$ cat src/sv/abc_pkg.sv
`default_nettype none

package abc_pkg;

  // Largest span the block honors; larger span registers clip to it
  localparam int MAX_DIM = 4096;

  // Field and register widths
  localparam int PixW    = 32;
  localparam int ColorW  = 24;
  localparam int CoordW  = 15;
  localparam int OriginW = 12;
  localparam int SpanW   = 13;
  localparam int DimW    = SpanW + 1;
  localparam int CfgIdxW = 3;

  // Stream payload widths, padded to whole bytes
  localparam int InDataW  = 2 * PixW;
  localparam int OutBitsW = 2 * CoordW + ColorW;
  localparam int OutDataW = ((OutBitsW + 7) / 8) * 8;
  localparam int OutPadW  = OutDataW - OutBitsW;

  // Configuration register indexes
  typedef enum logic [CfgIdxW-1:0] {
    RegOriginX  = 3'd0,
    RegOriginY  = 3'd1,
    RegAreaX    = 3'd2,
    RegAreaY    = 3'd3,
    RegPictureX = 3'd4,
    RegPictureY = 3'd5,
    RegCenter   = 3'd6
  } cfg_reg_t;

  // Clip a span register to MAX_DIM
  function automatic logic [DimW-1:0] lim_dim(input logic [SpanW-1:0] v);
    logic [DimW-1:0] wide;
    wide = {1'b0, v};
    return (wide > DimW'(MAX_DIM)) ? DimW'(MAX_DIM) : wide;
  endfunction

  // Blend one byte lane: ((a+1)*s + (256-a)*d) >> 8
  function automatic logic [7:0] lane_mix(input logic [7:0] s, input logic [7:0] d,
                                          input logic [7:0] a);
    logic [8:0]  w_src;
    logic [8:0]  w_dst;
    logic [17:0] sum;
    w_src = {1'b0, a} + 9'd1;
    w_dst = 9'd256 - {1'b0, a};
    sum   = 18'(w_src) * 18'(s) + 18'(w_dst) * 18'(d);
    return sum[15:8];
  endfunction

endpackage

`default_nettype wire

$ cat src/sv/abc_blend.sv
`default_nettype none

module abc_blend
  import abc_pkg::*;
(
  input  wire logic [PixW-1:0]   src,
  input  wire logic [PixW-1:0]   dst,
  output logic      [ColorW-1:0] color
);

  logic [7:0] alpha;
  logic [7:0] lane0;
  logic [7:0] lane1;
  logic [7:0] lane2;

  // Blend the three color lanes with the source alpha
  always_comb begin
    alpha = src[31:24];
    lane0 = lane_mix(src[7:0],   dst[7:0],   alpha);
    lane1 = lane_mix(src[15:8],  dst[15:8],  alpha);
    lane2 = lane_mix(src[23:16], dst[23:16], alpha);
  end

  // Swap lanes 0 and 2, drop alpha
  assign color = {lane0, lane1, lane2};

endmodule

`default_nettype wire

$ cat src/sv/alpha_blit_compositor.sv
// Alpha-blits a source image over a framebuffer area. Pixels enter in raster order on
// s_axis, each with the framebuffer word found at its destination; the block counts
// column and row itself and wraps them at the picture spans. Pixels outside the clip
// region (picture size limited to area size, both capped at MAX_DIM) are consumed
// without a result; every other pixel leaves on m_axis with its destination
// coordinate, blended color and tlast on the last drawn pixel. One pixel is taken
// per clock while s_axis_tready is high; a result passes through an input stage
// register and then an output register before it is presented on m_axis. s_axis_tready
// falls only when both stages hold data and m_axis_tready is low. Write configuration
// only while no pixel is in flight.
`default_nettype none

module alpha_blit_compositor
  import abc_pkg::*;
(
  input  wire logic                clk,
  input  wire logic                rst,
  // configuration write port
  input  wire logic                cfg_we,
  input  wire logic [CfgIdxW-1:0]  cfg_index,
  input  wire logic [SpanW-1:0]    cfg_data,
  // input stream
  input  wire logic                s_axis_tvalid,
  output logic                     s_axis_tready,
  // s_axis_tdata: source_pixel[31:0], backdrop_pixel[63:32]
  input  wire logic [InDataW-1:0]  s_axis_tdata,
  // output stream
  output logic                     m_axis_tvalid,
  input  wire logic                m_axis_tready,
  // m_axis_tdata: dest_x[14:0], dest_y[29:15], blended_color[53:30], zero pad[55:54]
  output logic      [OutDataW-1:0] m_axis_tdata,
  // m_axis_tlast: final_pixel
  output logic                     m_axis_tlast
);

  // Configuration registers
  logic [OriginW-1:0] area_origin_x;
  logic [OriginW-1:0] area_origin_y;
  logic [SpanW-1:0]   area_span_x;
  logic [SpanW-1:0]   area_span_y;
  logic [SpanW-1:0]   picture_span_x;
  logic [SpanW-1:0]   picture_span_y;
  logic               centering_on;

  // Position counters
  logic [SpanW-1:0] column_count;
  logic [SpanW-1:0] row_count;
  logic [SpanW-1:0] column_count_next;
  logic [SpanW-1:0] row_count_next;

  // Input stage
  logic             in_valid;
  logic [PixW-1:0]  in_src;
  logic [PixW-1:0]  in_dst;
  logic [SpanW-1:0] in_col;
  logic [SpanW-1:0] in_row;

  // Output stage
  logic                out_valid;
  logic [CoordW-1:0]   out_x;
  logic [CoordW-1:0]   out_y;
  logic [ColorW-1:0]   out_color;
  logic                out_last;

  // Derived geometry
  logic [DimW-1:0]   ax;
  logic [DimW-1:0]   ay;
  logic [DimW-1:0]   px;
  logic [DimW-1:0]   py;
  logic [DimW-1:0]   clip_x;
  logic [DimW-1:0]   clip_y;
  logic [CoordW-1:0] off_x;
  logic [CoordW-1:0] off_y;

  logic              accept;
  logic              out_free;
  logic              draw;
  logic [DimW-1:0]   col_inc;
  logic [DimW-1:0]   row_inc;
  logic [DimW-1:0]   in_col_inc;
  logic [DimW-1:0]   in_row_inc;
  logic [CoordW-1:0] dest_x;
  logic [CoordW-1:0] dest_y;
  logic              last_hit;
  logic [ColorW-1:0] color;

  // Write configuration registers
  always_ff @(posedge clk) begin
    if (rst) begin
      area_origin_x  <= '0;
      area_origin_y  <= '0;
      area_span_x    <= '0;
      area_span_y    <= '0;
      picture_span_x <= '0;
      picture_span_y <= '0;
      centering_on   <= 1'b0;
    end else if (cfg_we) begin
      unique case (cfg_index)
        RegOriginX:  area_origin_x  <= cfg_data[OriginW-1:0];
        RegOriginY:  area_origin_y  <= cfg_data[OriginW-1:0];
        RegAreaX:    area_span_x    <= cfg_data;
        RegAreaY:    area_span_y    <= cfg_data;
        RegPictureX: picture_span_x <= cfg_data;
        RegPictureY: picture_span_y <= cfg_data;
        RegCenter:   centering_on   <= cfg_data[0];
        default: ;
      endcase
    end
  end

  // Clip spans and centering offsets
  always_comb begin
    ax     = lim_dim(area_span_x);
    ay     = lim_dim(area_span_y);
    px     = lim_dim(picture_span_x);
    py     = lim_dim(picture_span_y);
    clip_x = (px > ax) ? ax : px;
    clip_y = (py > ay) ? ay : py;
    if (centering_on) begin
      off_x = CoordW'(ax >> 1) - CoordW'(px >> 1);
      off_y = CoordW'(ay >> 1) - CoordW'(py >> 1);
    end else begin
      off_x = '0;
      off_y = '0;
    end
  end

  // Handshake: the input stage moves whenever the output register can take it
  assign out_free      = !out_valid || m_axis_tready;
  assign s_axis_tready = !in_valid || out_free;
  assign accept        = s_axis_tvalid && s_axis_tready;

  // Advance column and row, wrapping at the picture spans
  always_comb begin
    col_inc = {1'b0, column_count} + DimW'(1);
    row_inc = {1'b0, row_count} + DimW'(1);
    column_count_next = column_count;
    row_count_next    = row_count;
    if (accept) begin
      if (col_inc >= px) begin
        column_count_next = '0;
        row_count_next    = (row_inc >= py) ? '0 : row_inc[SpanW-1:0];
      end else begin
        column_count_next = col_inc[SpanW-1:0];
      end
    end
  end

  always_ff @(posedge clk) begin
    if (rst) begin
      column_count <= '0;
      row_count    <= '0;
    end else begin
      column_count <= column_count_next;
      row_count    <= row_count_next;
    end
  end

  // Capture the transfer with its position
  always_ff @(posedge clk) begin
    if (rst) begin
      in_valid <= 1'b0;
    end else if (s_axis_tready) begin
      in_valid <= s_axis_tvalid;
    end
  end

  always_ff @(posedge clk) begin
    if (accept) begin
      in_src <= s_axis_tdata[PixW-1:0];
      in_dst <= s_axis_tdata[InDataW-1:PixW];
      in_col <= column_count;
      in_row <= row_count;
    end
  end

  abc_blend u_blend (
    .src   (in_src),
    .dst   (in_dst),
    .color (color)
  );

  // Clip test, destination and last-pixel flag
  always_comb begin
    in_col_inc = {1'b0, in_col} + DimW'(1);
    in_row_inc = {1'b0, in_row} + DimW'(1);
    draw       = ({1'b0, in_col} < clip_x) && ({1'b0, in_row} < clip_y);
    last_hit   = (in_col_inc == clip_x) && (in_row_inc == clip_y);
    dest_x     = CoordW'(area_origin_x) + off_x + CoordW'(in_col);
    dest_y     = CoordW'(area_origin_y) + off_y + CoordW'(in_row);
  end

  // Load the result register; clipped pixels drop here
  always_ff @(posedge clk) begin
    if (rst) begin
      out_valid <= 1'b0;
    end else if (out_free) begin
      out_valid <= in_valid && draw;
    end
  end

  always_ff @(posedge clk) begin
    if (out_free && in_valid && draw) begin
      out_x     <= dest_x;
      out_y     <= dest_y;
      out_color <= color;
      out_last  <= last_hit;
    end
  end

  assign m_axis_tvalid = out_valid;
  assign m_axis_tdata  = {{OutPadW{1'b0}}, out_color, out_y, out_x};
  assign m_axis_tlast  = out_last;

endmodule

`default_nettype wire

$ cat config.mk
export PLATFORM = sky130hd
export DESIGN_NAME = alpha_blit_compositor
export DESIGN_NICKNAME = d
export VERILOG_FILES = /design/src/sv/abc_pkg.sv /design/src/sv/abc_blend.sv /design/src/sv/alpha_blit_compositor.sv
export SDC_FILE = /design/constraint.sdc
export NUM_CORES = 2
export LEC_CHECK = 0
export ABC_AREA = 1
export BUFFER_PORTS_ARGS = -buffer_cell sky130_fd_sc_hd__buf_2
export CORE_MARGIN = 2
export CORE_UTILIZATION = 50
export DETAILED_ROUTE_END_ITERATION = 10
export PLACE_DENSITY = 0.71
export SLEW_MARGIN = 10
export SYNTH_ARGS = -nofsm -noshare
export SYNTH_HDL_FRONTEND = slang
export SYNTH_SLANG_ARGS = --single-unit
$ cat constraint.sdc
create_clock -name clk -period 8.7 [get_ports clk]
set_clock_uncertainty 0.15 [all_clocks]
set_input_delay 0.435 -clock clk [delete_from_list [all_inputs] [get_ports clk]]
set_output_delay 0.435 -clock clk [all_outputs]
set_load 0.02 [all_outputs]
==> metrics.txt <==
R2R Path End=out_color[14]; # DRC=0; Placed Cells=4239; max_cap viols=0; Worst-path clk slew=60 ps; max-slew violations=0; outcome=finished, final reports clean; Worst Path Required=8900 ps; post-synthesis cell area=0.0281 sq mm; initial antenna violation count=0; cell accounting for the most synthesized area=fa_1; register bit total from synthesis=242; Worst Hold Launch=cfg_data[3]; Die Height=241 um; crit share post-route=89.9%; top post-synthesis cells by area=fa_1, edfxtp_1, ha_1; final hold violation count=0; Final HPWL DP=55400 um; CP Capture Type=register; Slew HR=35.3%; fin crit period=7820 ps; worst-margin pin slew=968 ps; CP startpoint kind=register; drt total wl=70400 um; CP Max Fanout=15; register area share after synthesis=22.1%; asr flop ratio synth=0%; Synth-to-Final Area Change=10.4%; peak supply drop=0.000434 V; CTS tree=yes; worst hold path type=in -> reg; Avg Cell Area, Syn=8.25 sq um; DIE WIDTH=241 um; first-pass GRT wire length=113000 um; final core occ=56.1%; initial DRC count=1544; WS Path Type=reg -> reg; largest net degree at the start of global routing=80; Cell Rows=86; Worst EP arrival=8020 ps; Final setup viols=0; Routed WL per cell=16.2 um; hold path depth=3; I/O Pins=144; PortBufs=133; number of flops mapped to enable cells by yosys=137; largest stage delay on the critical path=730 ps; Power Density=289 mW/mm^2; GP Congestion=0.951; count leader, synth=inv_1; setup TNS=0 ps; Die ar.=0.0581 sq mm; final cell count without fillers=4351; clock root cell=clkbuf_16; ant diodes=0; Hold WS=74.6 ps; CP Cell Sequence=clkinv_1 -> nor3_1 -> nand4_1 -> o21ai_0 -> nand2_2 -> inv_1 -> nand2_1 -> fa_1 -> fa_1 -> inv_1 -> fa_1 -> fa_1 -> fa_1 -> inv_1 -> fa_1 -> inv_1 -> ha_1 -> nand2_1 -> o211ai_1 -> nand3_1 -> nand3_1 -> nand2_1 -> nand2_1 -> xor2_1; reg2reg start=in_src[24]; grt ovf=0; worst reg2reg setup slack=880 ps; Hold Path End=area_span_x[3]; nets=4317; Most Frequent Cell on Critical Path=fa_1; CTS Sinks=242; Place WS=1010 ps; Core ar.=0.0553 sq mm; Longest Clk Path Bufs=3; Via-to-Cell Ratio=5.13; f_max=128 MHz; Static Leak=0.0162 uW; post-CTS resize count=0; Worst R2R Path Depth=24; post-synthesis cell count=3408; Layout fillers=5146; top cell type's share of synthesized area=24.6%; gr usage total=25.0%; total CTS buffers=29; ANT nets after route=0; routed via count=22302; unrepaired setup endpoints after global routing=no; layout cells sized above 1=6.97%; vias in the first global route=22020; Initial Util=50.8%; yosys warns=0; H-Tree Depth=1; most instantiated cells after synthesis=inv_1, nand2_1, nor2_1; setup slack after layout=883 ps; DRT Pass-1 Iters=6; Synth cell types=54; clk_lat worst skew=600 ps; Slowest-stage cell, CP=inv_1; Synth Flop Type=edfxtp_1
logic make-up (layout without fill, tap and decap cells):
family / Yosys count / count (layout) / share of synthesized area (%)
other: 1 / 2 / 0.0133
XOR/XNOR: 113 / 113 / 3.52
flip-flops: 242 / 242 / 22.1
AND/OR/NAND/NOR: 1195 / 1195 / 17.5
adder cells (fa/ha/maj): 652 / 652 / 38.3
buffers and inverters: 842 / 1036 / 11.5
AO/OA/AOI/OAI: 363 / 363 / 7.00
power breakdown:
| part | internal [uW] | total, uW | leakage [uW] | switching [uW] |
|---|---|---|---|---|
| combinational | 2520 | 6060 | 0.0135 | 3540 |
| clock | 690 | 1200 | 0.000456 | 509 |
| sequential | 1630 | 1700 | 0.00217 | 76.3 |
| total | 4830 | 8960 | 0.0162 | 4130 |
state kept, by name, summed over array words and instances (netlist names), 15 cells and up:
register and flops:
in_src 32, in_dst 24, out_color 24, out_x 15, out_y 15
stage by stage:
step | power (uW) | instance area, sq um
detailed placement | 7770 | 29500
CTS | 9060 | 31000
global route | 10000 | 31000
floorplan | 6520 | 28100
global placement | 7570 | 29500
finish | 8960 | 31000
routing by layer:
layer | part of all wire, % | up-vias | GRT usage, %
li1 | - | 10828 | -
met5 | 0 | - | 0
met1 | 42 | 10673 | 32.6
met3 | 6.4 | 123 | 3.29
met2 | 48 | 678 | 42.6
met4 | 3.8 | 0 | 8.87
area by class of cell:
cell class              instances  area, sq um  area share (%)
clock buffers                  45          870            2.80
flip-flops and latches        242         6220            20.0
repair buffers                210         1390            4.47
multi-input cells            2325        18700            60.1
clock inverters                 9         72.6           0.234
well taps                     748          936            3.01
inverters                     772         2900            9.34
repair_timing:
| item | in CTS | in global routing |
|---|---|---|
| setup buffers | 0 | 0 |
| hold buffers | 58 | 0 |
| endpoints found under the setup margin | 0 | 0 |
| endpoints found under the hold margin | 57 | 0 |
worst max-delay path: cells and delay by family, from the launching register on:
family | cells | cell delay, ps
xor gates and xnor gates | 1 | 60
buffers and inverters | 5 | 1190
adders and majority gates | 7 | 3390
DFF | 1 | 350
and+or+nand+nor | 9 | 1720
AOI/OAI and AO/OA | 2 | 690
cells in the final DEF, fill, tap and decap left out, types with 9 or more instances in the layout:
master	n
nand3b_1	9
buf_2	133
fa_1	346
ha_1	306
nor3_1	22
xor2_1	72
dfxtp_1	105
buf_4	19
nand2_2	18
xnor2_1	41
nand4_1	26
dlygate4sd3_1	58
nand2_1	579
nor2_1	412
inv_1	763
clkbuf_1	9
nand3_1	96
o21ai_0	136
a21oi_1	174
a21o_1	11
edfxtp_1	137
clkbuf_16	31
worst max path at each step:
| stage | from | end | slack, ps | depth (start not counted) |
|---|---|---|---|---|
| after CTS | in_src[24] | out_color[14] | 960 | 24 |
| final | in_src[24] | out_color[14] | 880 | 24 |
| after global placement | in_src[24] | out_color[14] | 1160 | 26 |
| after floorplan | in_src[24] | out_color[3] | 2290 | 26 |
| after detailed placement | in_src[24] | out_color[14] | 1010 | 26 |
| after global routing | in_src[24] | out_color[14] | 540 | 26 |
No activity file was read; power rests on OpenSTA's default activity.
